[config.mk]
export PLATFORM = sky130hd
export DESIGN_NAME = swm_cell
export DESIGN_NICKNAME = d
export VERILOG_FILES = /design/src/design/swm_pkg.sv /design/src/design/swm_cell.sv
export SDC_FILE = /design/constraint.sdc
export NUM_CORES = 1
export LEC_CHECK = 0
export ABC_AREA = 0
export BUFFER_PORTS_ARGS = -buffer_cell sky130_fd_sc_hd__buf_2
export CAP_MARGIN = 15
export CORE_ASPECT_RATIO = 2
export CORE_MARGIN = 2
export CORE_UTILIZATION = 43
export CTS_CLUSTER_SIZE = 30
export DETAILED_ROUTE_END_ITERATION = 8
export PLACE_DENSITY = 0.82
export SLEW_MARGIN = 25
export SYNTH_ARGS = -nofsm -noshare
export SYNTH_HDL_FRONTEND = slang
export SYNTH_SLANG_ARGS = --single-unit
[constraint.sdc]
create_clock -name i_clk -period 4.6 [get_ports i_clk]
set_input_delay 0.46 -clock i_clk [delete_from_list [all_inputs] [get_ports i_clk]]
set_output_delay 0.46 -clock i_clk [all_outputs]
set_load 0.01 [all_outputs]
[src/design/swm_pkg.sv]
// ----------------------------------------------------------------------------
// swm_pkg
// Shared types and constants of the sliding window median filter.
// ----------------------------------------------------------------------------
package swm_pkg;

    localparam int SAMPLE_IN_W = 32;
    localparam int RESULT_W    = 33;
    localparam int CFG_W       = 7;
    localparam logic [CFG_W-1:0] WINDOW_SIZE_RESET = 7'd3;

    typedef logic [1:0] t_cell_op;

    localparam t_cell_op OP_HOLD   = 2'd0;
    localparam t_cell_op OP_REMOVE = 2'd1;
    localparam t_cell_op OP_INSERT = 2'd2;

endpackage

[src/design/swm_cell.sv]
// ----------------------------------------------------------------------------
// swm_cell
// One slot of the sorted chain. Shifts towards its left or right neighbour
// to remove the leaving sample or to make room for the entering one.
// ----------------------------------------------------------------------------
module swm_cell #(
    parameter int SW    = 32,
    parameter int CNT_W = 7,
    parameter int INDEX = 0
) (
    input  logic                  i_clk,
    input  swm_pkg::t_cell_op     i_op,
    input  logic signed [SW-1:0]  i_value,
    input  logic [CNT_W-1:0]      i_count,
    input  logic signed [SW-1:0]  i_left,
    input  logic signed [SW-1:0]  i_right,
    output logic signed [SW-1:0]  o_value
);

    localparam logic [CNT_W-1:0] IDX      = CNT_W'(INDEX);
    localparam logic [CNT_W-1:0] IDX_NEXT = CNT_W'(INDEX + 1);
    localparam logic             HAS_LEFT = (INDEX > 0);

    logic signed [SW-1:0] r_value;
    logic signed [SW-1:0] n_value;
    logic                 w_left_gt;

    assign w_left_gt = HAS_LEFT && (i_left > i_value);

    always_comb begin
        n_value = r_value;
        case (i_op)
            swm_pkg::OP_REMOVE: begin
                if ((IDX_NEXT < i_count) && (r_value >= i_value)) begin
                    n_value = i_right;
                end
            end
            swm_pkg::OP_INSERT: begin
                if (IDX <= i_count) begin
                    if (w_left_gt) begin
                        n_value = i_left;
                    end else if ((IDX == i_count) || (r_value > i_value)) begin
                        n_value = i_value;
                    end
                end
            end
            default: begin
                n_value = r_value;
            end
        endcase
    end

    always_ff @(posedge i_clk) begin
        r_value <= n_value;
    end

    assign o_value = r_value;

endmodule

-- After elaboration in Yosys (flattened, before gate mapping)
Cells that the tools add are included.
- input port bits: 106
- register bits: 32
- bits in latches: 0
- ROM bits: 0
- logic and storage cells: 19
- memories kept: 0
- memory bits (writable): 0
- reduce and logical (&&, ||, !) cells: 5
- add/subtract/negate cells: 0
- shift operators: 0
- bitwise operators: 0
- $lt $le $gt $ge: 4
- divide/modulo/power cells: 0
- multipliers: 0
- eq/ne operators: 5
- multiplexer cells: 4
- operators with widths (operator ; count):
    two-way mux 32 bit ; 3
    case mux 32 bit (2 select lines) ; 1
    >= comparator 32 bit ; 1
    > comparator 32 bit ; 1
    <= comparator 1 x 7 -> 1 bit, first input constant ; 1
    logical NOT 7 bit ; 1
    less-than comparator 1 x 7 -> 1 bit, first input constant ; 1
    inequality test 2 bit, second input constant ; 3
    AND reduction 4 bit ; 1
    equality test 2 x 1 -> 1 bit, second input constant ; 1
    equality test 2 bit, second input constant ; 1
    nonzero test 2 bit ; 1
    logical AND 1 bit ; 1
    logical OR 1 bit ; 1

-- Depth between registers and ports, before layout
Gate-level depths: netlist of run 1.
- depth after elaboration: 5
- gate-level depth with buffers: 9

-- Worst setup path before layout of run 1
No wires, ideal clock.
- path type: input to register
- start point: input port i_value[28]
- end point: register r_value[0] (netlist: o_value[0]) (enable)
- buffers on the path: 0
- library setup time: 431 ps
- path slack: 1231 ps
- arrival time: 2939 ps
- stages on the path: 7
- cells stage by stage: inv_1 > ha_1 > nand3_1 > nor3_2 > and3_1 > nand2_1 > o211ai_1
- word-level cells in the longest chain between the ends: 4
- elaborated cells on any way between the ends: 7
- those cells by class: order compare: 2; eq/ne: 2; reduce/logical: 3
- ends and longest elaborated chain (what ; RTL line ; RTL):
    start: declaration ; swm_cell.sv:13 ; input logic signed [SW-1:0] i_value,
    > comparator 32 bit / >= comparator 32 bit (equally long branches) ; swm_cell.sv:42, swm_cell.sv:34 ;
    logical OR 1 bit / logical AND 1 bit (equally long branches) ; swm_cell.sv:42, swm_cell.sv:34 ;
    inequality test 2 bit (no source line) ; n/a ;
    AND reduction 4 bit (no source line) (*) ; n/a ;
    end signal: assignment ; swm_cell.sv:54 ; r_value <= n_value;
    end: declaration ; swm_cell.sv:24 ; logic signed [SW-1:0] r_value;
Mark *: on every way between the ends. The rest lies on a longest branch, timed or not.
A chain may end at the register's enable or synchronous reset.

-- Worst setup path after layout of run 1
- start point: register r_value[21] (netlist: o_value[21])
- end point: register r_value[15] (netlist: o_value[15]) (enable)
- word-level cells in the longest chain between the ends: 4
- elaborated cells on any way between the ends: 7
- those cells by class: order compare: 2; eq/ne: 2; reduce/logical: 3
- ends and longest elaborated chain (what ; RTL line):
    > comparator 32 bit / >= comparator 32 bit (equally long branches) ; swm_cell.sv:42, swm_cell.sv:34
    logical OR 1 bit / logical AND 1 bit (equally long branches) ; swm_cell.sv:42, swm_cell.sv:34
    inequality test 2 bit (no source line) ; n/a
    AND reduction 4 bit (no source line) (*) ; n/a
Marked as above.

==> impl_metrics.tcl, run 1 <==
set metrics [dict create \
    status "finished, final reports clean" \
    maxSlewViolCount 0 \
    die_area_sq_um 5660 \
    viasPerCell 5.04 \
    overflow 0 \
    finalWirelength_um 4980 \
    root_buffer "clkbuf_8" \
    synth_top_family_by_area "adder cells" \
    vias 1984 \
    internal_power_mw 0.556 \
    grt_antenna_before_repair 0 \
    cts_tree "built" \
    syn_area_sq_um 2170 \
    synth_cells 230 \
    synth_mux_area_share_pct 0 \
    clk_latency_ns 0.28 \
    synth_top_area_share_pct 44.3 \
    start_util_pct 44.5 \
    worst_r2r_endpoint "o_value[15]" \
    hold_viol_final 0 \
    finalSetupViolCount 0 \
    grt_usage_pct 18.9 \
    nFillCells 451 \
    comb_power_share_pct 26.4 \
    report.power.total_mw 0.784 \
    crit_path_start "o_value[21]" \
    hp-class "in2reg" \
    area_growth_pct 30.8 \
    synth_xor_area_share_pct 0 \
    globalRouteMet3Util_pct 3.59 \
    die_w_um 54.2 \
    rows 36 \
    finalCritPeriodShare_pct 54.6 \
    holdBufCountCts 0 \
    ys_warn_count 0 \
    ff2ff_setup_slack_ns 2.09 \
    place_inst 387 \
    grt_pass1_wl_um 8080 \
    grt_max_degree 65 \
    worst_pin_slew_ns 0.549 \
    power_switching_share_pct 29.0 \
    grt_pass1_vias 1994 \
    period_minus_slack_ns 2.51 \
    drc 0 \
    drt-initial-drc-count 28 \
    post_cts_buffers 0 \
    vdd_drop_max_v 0.000223 \
    top_usage_layer "met2" \
    ys_ff_latch 32 \
    nets 475 \
    postRouteAntennaNets 0 \
    rsz0062_at_grt "no" \
    fin_tns_setup_ns 0 \
    yosysSeqAreaShare_pct 44.3 \
    io_buffers 105 \
    slew-limit-headroom_pct 63.4 \
    gp_congestion 0.768 \
    crit_fanout 17 \
    num_antenna_cells 0 \
    drt-pass1-iter-count 4 \
    seqPwrFrac_pct 48.0 \
    use_met1_pct 19.6 \
    synth_compound_area_share_pct 14.9 \
    post_cts_resized 0 \
    critPathLaunchType "flip-flop" \
    cp-endpoint "o_value[15]" \
    clock_path_buffers 2 \
    drive_gt1_share_pct 35.9 \
    cp.required_ns 4.57 \
    yosys.area_share.simple_pct 15.2 \
    syn-num-nets 368 \
    final_cell_count_no_fill 394 \
    grt_use_met2_pct 34.7 \
    r2r_cells 9 \
    power.leakage_nw 1.47 \
    yosys.area_share.adder_pct 18.5 \
    avgRoutedWirePerCell_um 12.6 \
    finClkSkew_ns 0.00437 \
    switchingPower_mw 0.227 \
    path_clk_slew_ns 0.07 \
    synth_area_leaders "edfxtp_1, ha_1, o21ai_0" \
    dpl.hpwl_um 4080 \
    r2r_start "o_value[21]" \
    p_clk_share_pct 25.6 \
    largest_reg_flops 32 \
    synth_largest_area_cell "edfxtp_1" \
    critPathArrivalTime_ns 2.48 \
    crit_path_end_kind "flip-flop" \
    pin_count 138 \
    fmax_mhz 398 \
    max_cap_viol_count 0 \
    die_h_um 104 \
    cts_sinks 32 \
    cts_buffers 5 \
    syn_avg_cell_area_sq_um 9.42 \
    core_sq_um 4860 \
    h-tree-depth 2 \
    path_class "reg2reg" \
    synth_cell_type_count 31 \
    p_per_area_nw_per_um2 277 \
]
## worst max-delay path, cell delays in order, from the launching register on
cell and delay, ns:
edfxtp_1 0.41, ha_1 0.33, a211oi_2 0.22, nor2_1 0.07, a211o_1 0.30, a21oi_2 0.16
nor2_1 0.05, a221o_1 0.25, o211ai_1 0.11, buf_4 0.29
## power groups by stage
stage	Clock (mW)	Combinational (mW)	Sequential, mW
finish	0.200	0.207	0.376
floorplan	0	0.105	0.397
detailed placement	0	0.209	0.382
CTS	0.211	0.211	0.376
global route	0.222	0.239	0.379
global placement	0	0.203	0.380
## cell usage in the layout, fill, tap and decap left out, types with 3 or more instances in the layout
cell      netlist  layout
nand4_1         3       3
a21oi_1        11      11
inv_1          32      32
clkbuf_8        0       5
buf_2           0     105
nand2_1        44      44
o21ai_0        35      35
ha_1           32      32
nor2_1          4       4
and4_1          3       3
nand3_1         4       4
edfxtp_1       32      32
## synthesized netlist by cell type, drive strengths merged
| cell | count |
|---|---|
| a211oi | 1 |
| clkbuf | 6 |
| a31oi | 1 |
| nor2b | 2 |
| buf | 1 |
| or3 | 1 |
| a21o | 2 |
| ha | 32 |
| o21ai | 36 |
| nor2 | 4 |
| nand3 | 5 |
| a21oi | 12 |
| nor4 | 1 |
| and3 | 1 |
| nand3b | 2 |
| a211o | 1 |
| inv | 33 |
| edfxtp | 32 |
| nor3 | 1 |
| a21boi | 1 |
| nand2b | 1 |
| and4 | 4 |
| a221o | 1 |
| nand2 | 44 |
| o211ai | 2 |
| nand4 | 3 |
## routing by layer
| layer | wire length [um] | up-vias | part of all wire [%] |
|---|---|---|---|
| met2 | 2720 | 73 | 55 |
| li1 | - | 1024 | - |
| met3 | 280 | 6 | 5.6 |
| met4 | 59 | 0 | 1.2 |
| met1 | 1910 | 881 | 38 |
| met5 | 0 | - | 0 |
## per-stage QoR
stage	utilization, %	hold slack [ns]	area, sq um	setup WS, ns
finish	58.3	0.456	2830	2.09
global route	58.3	0.458	2830	1.98
CTS	58.2	0.443	2830	2.08
detailed placement	56.6	0.737	2750	1.89
global placement	56.6	0.731	2750	1.93
floorplan	-	0.634	2170	1.23
## worst min path at each step
stage                start          end  slack [ns]  cells past startpoint
2_1_floorplan   i_value[0]   o_value[0]        0.63                      2
3_3_place_gp    i_right[0]   o_value[0]        0.73                      3
3_5_place_dp    i_right[0]   o_value[0]        0.74                      3
4_1_cts        i_right[31]  o_value[31]        0.44                      3
5_1_grt        i_right[16]  o_value[16]        0.46                      3
6_report       i_right[27]  o_value[27]        0.46                      3
## cell families after synthesis
group,Yosys count
flops,32
compound gates,57
simple gates,69
buf+inv,40
fa+ha+maj,32
## area by class of cell
type	instances	area, sq um	share of cell area [%]
multi-input cells	158	1060	37.4
flip-flops and latches	32	961	33.9
repair buffers	107	541	19.1
inverters	33	124	4.37
clock buffers	6	72.6	2.56
well taps	57	71.3	2.52
clock inverters	1	5.00	0.177
Power figures use the tool's default switching activity.
==> run 2, diff against run 1 <==
- clock period: 4.6 -> 2.5 ns (I/O delays scaled with it)
==> run 2 against run 1 <==
Power is 92% higher. Via count is 0.45% higher. Final area is 5.8% higher. Non-clock buffer count is 9 higher. Die area stayed put. Critical path type unchanged. Wire length is 5.5% higher. Fmax is 2.4% higher. Largest cell class unchanged. Clock power is 88% higher. First-iteration DRC count is 89% higher. Sequential share of layout area is 1.9 points lower.
==> impl_metrics.tcl, run 2 (synthesis results as in run 1) <==
set metrics [dict create \
    dpl.hpwl_um 4060 \
    drt-initial-drc-count 53 \
    nets 484 \
    dp_slack_ns -0.00657 \
    cts_tree "built" \
    critPathLaunchType "flip-flop" \
    vias 1993 \
    comb_power_share_pct 28.7 \
    slew-limit-headroom_pct 65.4 \
    grt_pass1_wl_um 8140 \
    max_cap_viol_count 0 \
    status "finished, final reports clean" \
    drive_gt1_share_pct 40.2 \
    viasPerCell 4.95 \
    power.leakage_nw 1.52 \
    final_core_util_pct 61.7 \
    die_area_sq_um 5660 \
    holdBufCountCts 0 \
    start_util_pct 44.5 \
    path_clk_slew_ns 0.07 \
    grt_antenna_before_repair 0 \
    grt_max_degree 64 \
    place_inst 388 \
    power_switching_share_pct 29.6 \
    core_sq_um 4860 \
    area_growth_pct 38.4 \
    finClkSkew_ns 0.00489 \
    gp_congestion 0.762 \
    clock_path_buffers 2 \
    avgRoutedWirePerCell_um 13.0 \
    finalSetupViolCount 0 \
    fmax_mhz 408 \
    final_cell_count_no_fill 403 \
    p_clk_share_pct 25.1 \
    pin_count 138 \
    hold_viol_final 0 \
    path_class "reg2reg" \
    die_h_um 104 \
    internal_power_mw 1.06 \
    switchingPower_mw 0.445 \
    setup_ws_ns 0.0488 \
    die_w_um 54.2 \
    holdWs_ns 0.234 \
    h-tree-depth 2 \
    crit_fanout 9 \
    root_buffer "clkbuf_8" \
    finalWirelength_um 5250 \
    grt_pass1_vias 2013 \
    final_cell_mix "buf_2, nand2_1, o21ai_0, inv_1, edfxtp_1" \
    drt-pass1-iter-count 4 \
    maxSlewViolCount 0 \
    grt_usage_pct 19.5 \
    fin_tns_setup_ns 0 \
    finalCritPeriodShare_pct 98.0 \
    p_per_area_nw_per_um2 501 \
    crit_path_end_kind "flip-flop" \
    rsz0062_at_grt "yes" \
    drc 0 \
    period_minus_slack_ns 2.45 \
    cp.required_ns 2.50 \
    clk_latency_ns 0.29 \
    rows 36 \
    seqPwrFrac_pct 46.2 \
    postRouteAntennaNets 0 \
    io_buffers 105 \
    num_antenna_cells 0 \
    hp-class "in2reg" \
    cts_sinks 32 \
    worst_pin_slew_ns 0.519 \
    overflow 0 \
    critPathArrivalTime_ns 2.45 \
    largest_reg_flops 32 \
    vdd_drop_max_v 0.000380 \
    cts_buffers 5 \
    layout_commonest_cell "buf_2" \
]
run 2: worst max-delay path, cell delays in order (launching register included):
cell and delay (ns):
edfxtp_1 0.42, ha_4 0.25, a211oi_2 0.22, nor2_1 0.08, a211o_1 0.28, a21oi_2 0.16
nor2_1 0.05, a221o_1 0.25, o211ai_1 0.12, buf_4 0.18, buf_6 0.15
run 2: routing by layer:
layer | track usage, % | vias to the layer above | wire, um
met4 | 7.50 | 0 | 93
met1 | 18.7 | 876 | 1900
li1 | - | 1040 | -
met5 | 0 | - | 0
met2 | 36.5 | 70 | 2980
met3 | 4.60 | 7 | 282
run 2: power groups by stage:
| stage | Combinational [mW] | Sequential [mW] | Clock (mW) |
|---|---|---|---|
| floorplan | 0.196 | 0.731 | 0 |
| global placement | 0.377 | 0.701 | 0 |
| detailed placement | 0.388 | 0.704 | 0 |
| CTS | 0.391 | 0.692 | 0.390 |
| global route | 0.494 | 0.701 | 0.411 |
| finish | 0.431 | 0.694 | 0.377 |
run 2: final timing paths:
path	from	end	slack [ns]	cells after the start
setup / recovery	o_value[21]	o_value[0]	0.05	10
hold / removal	i_right[1]	o_value[1]	0.23	3
setup reg to reg	o_value[21]	o_value[0]	0.05	10
hold reg to reg	o_value[31]	o_value[1]	1.32	7
run 2: stage by stage:
| stage | area [sq um] | total power, mW |
|---|---|---|
| after floorplan | 2180 | 0.927 |
| after global placement | 2780 | 1.08 |
| after detailed placement | 2780 | 1.09 |
| after CTS | 2850 | 1.47 |
| after global routing | 3000 | 1.61 |
| final | 3000 | 1.50 |
run 2: cell type report:
type	count	area (sq um)
Fill cell	428	1870
Multi-Input combinational cell	158	1150
Sequential cell	32	961
Timing Repair Buffer	116	619
Inverter	33	124
Clock buffer	6	72.6
Tap cell	57	71.3
Clock inverter	1	5.00
run 2: what timing repair did:
| action | 4_1_cts | 5_1_grt |
|---|---|---|
| endpoints found under the setup margin | 17 | 32 |
| gates cloned | 0 | 2 |
| gates resized for setup | 0 | 16 |
| setup buffers | 0 | 6 |
==> run 3, diff against run 2 <==
- CELL_PAD_IN_SITES_DETAIL_PLACEMENT: not set -> 0
- CELL_PAD_IN_SITES_GLOBAL_PLACEMENT: not set -> 1
- CORE_UTILIZATION: 43 -> 30
==> run 3 against run 2 <==
Final area grew 3.0%. Largest power group unchanged. Die area grew 41%. Power grew 12%. Clock power is 51% higher. Sequential power increased by 0.9%. Critical path type unchanged. Combinational power shrank 3%.
==> impl_metrics.tcl, run 3 (synthesis results as in run 1) <==
set metrics [dict create \
    status "finished, final reports clean" \
    num_antenna_cells 0 \
    cts_sinks 32 \
    rows 43 \
    maxSlewViolCount 0 \
    critPathArrivalTime_ns 2.38 \
    period_minus_slack_ns 2.40 \
    vdd_drop_max_v 0.000379 \
    fmax_mhz 417 \
    layout_commonest_cell "buf_2" \
    critPathLaunchType "flip-flop" \
    grt_pass1_wl_um 8510 \
    overflow 0 \
    viasPerCell 4.60 \
    clk_latency_ns 0.27 \
    nets 478 \
    crit_path_end_kind "flip-flop" \
    finalSetupViolCount 0 \
    finClkSkew_ns 0.00466 \
    drive_gt1_share_pct 39.6 \
    cts_tree "built" \
    cpPeakStageDelay_ns 0.43 \
    crit_fanout 8 \
    vias 1983 \
    place_inst 422 \
    avgRoutedWirePerCell_um 12.5 \
    h-tree-depth 2 \
    crit_chain "ha_4 > and4_4 > nand3_2 > a21o_1 > nand4_1 > a21boi_2 > a221o_1 > o211ai_1 > buf_4" \
    cpLargestDelayFamily "compound AO/OA/AOI/OAI gates" \
    holdPathStages 3 \
    clock_path_buffers 2 \
    hold_viol_final 0 \
    dr_wl_met2_um 3080 \
    grt_max_degree 64 \
    hp-start "i_right[28]" \
    root_buffer "clkbuf_16" \
    topRoutingLayerUsed "met4" \
    final_cell_count_no_fill 431 \
    rsz0062_at_grt "yes" \
    start_util_pct 31.0 \
    area_growth_pct 42.6 \
    fin_tns_setup_ns 0 \
    postRouteAntennaNets 0 \
    slew-limit-headroom_pct 65.2 \
    final_cell_area_sq_um 3090 \
    die_h_um 124 \
    min_to "o_value[28]" \
    critPathBufInv 1 \
    finalCritPeriodShare_pct 95.9 \
    place_area_sq_um 2830 \
    power.leakage_nw 1.51 \
    grt_antenna_before_repair 0 \
    r2r_cells 9 \
    cp_slowest_cell "edfxtp_1" \
    drt-pass1-iter-count 4 \
    r2r_start "o_value[14]" \
    cp.required_ns 2.48 \
    grt_usage_pct 13.9 \
    nFillCells 731 \
    finalWirelength_um 5390 \
    wl_met1_um 1980 \
    grt_pass1_vias 1957 \
    die_area_sq_um 7960 \
    path_class "reg2reg" \
    cts_buffers 5 \
    largest_reg_flops 32 \
    pin_count 138 \
    final_cell_mix "buf_2, nand2_1, o21ai_0, inv_1, edfxtp_1" \
    core_sq_um 6990 \
    path_clk_slew_ns 0.05 \
    worst_r2r_endpoint "o_value[5]" \
    max_cap_viol_count 0 \
    die_w_um 64.1 \
    worst_pin_slew_ns 0.522 \
    dpl.hpwl_um 4400 \
    met3_length_um 235 \
    final_core_util_pct 44.2 \
    io_buffers 105 \
    p_per_area_nw_per_um2 546 \
    drt-initial-drc-count 62 \
    ff2ff_setup_slack_ns 0.10 \
    drc 0 \
    gp_congestion 0.768 \
    hp-class "in2reg" \
]
==> run 3: cell count changes in the layout (fill, tap and decap cells not counted), moves of 4 or more <==
cell,previous run,this run
clkbuf_8,5,0
clkbuf_16,0,5
ha_4,5,9
buf_4,8,3
ha_1,27,23
==> run 3: stage by stage <==
stage / setup WS, ns / power, mW / hold WS, ns
finish: 0.104 / 1.69 / 0.248
global route: -0.0131 / 1.81 / 0.254
CTS: -0.0110 / 1.69 / 0.239
detailed placement: 0.00162 / 1.10 / 0.530
global placement: -0.00277 / 1.09 / 0.521
floorplan: -0.822 / 0.927 / 0.424
==> run 3: how the worst max path moves through the flow <==
stage / from / end / slack, ns / cells past startpoint
2_1_floorplan: o_value[27] / o_value[0] / -0.82 / 6
3_3_place_gp: o_value[21] / o_value[19] / -0.003 / 9
3_5_place_dp: o_value[21] / o_value[14] / 0.002 / 9
4_1_cts: o_value[21] / o_value[8] / -0.01 / 9
5_1_grt: o_value[14] / o_value[27] / -0.01 / 9
6_report: o_value[14] / o_value[5] / 0.10 / 9
==> run 3: cell type report <==
class / count / area, sq um / share of cell area, %
Clock inverter: 1 / 3.75 / 0.121
Tap cell: 90 / 113 / 3.64
Inverter: 33 / 124 / 4.01
Sequential cell: 32 / 961 / 31.1
Timing Repair Buffer: 110 / 571 / 18.5
Multi-Input combinational cell: 158 / 1190 / 38.4
Clock buffer: 7 / 133 / 4.29
==> run 3: per-layer routing <==
| metal | global-route usage, % | vias up |
|---|---|---|
| li1 | - | 1029 |
| met4 | 5.59 | 0 |
| met1 | 14.5 | 889 |
| met5 | 0 | - |
| met2 | 26.4 | 58 |
| met3 | 2.89 | 7 |
==> run 3: worst register-to-register path, delay by kind of cell, from the launching register on <==
family,cells,cell delay (ns)
simple gates,3,0.45
compound gates,4,0.69
fa+ha+maj,1,0.30
buf+inv,1,0.25
flops,1,0.43
==> run 3: where the power goes <==
group / internal, mW / leakage (nW) / switching (mW)
sequential: 0.666 / 0.305 / 0.0334
combinational: 0.197 / 1.14 / 0.223
clock: 0.365 / 0.0655 / 0.203
total: 1.23 / 1.51 / 0.459
==> run 3: what timing repair did <==
item / 4_1_cts / 5_1_grt
cloned: 0 / 0
setup buffers: 0 / 1
hold buffers: 0 / 0
endpoints found under the setup margin: 24 / 32
pin swaps: 0 / 9
resized for setup: 0 / 14
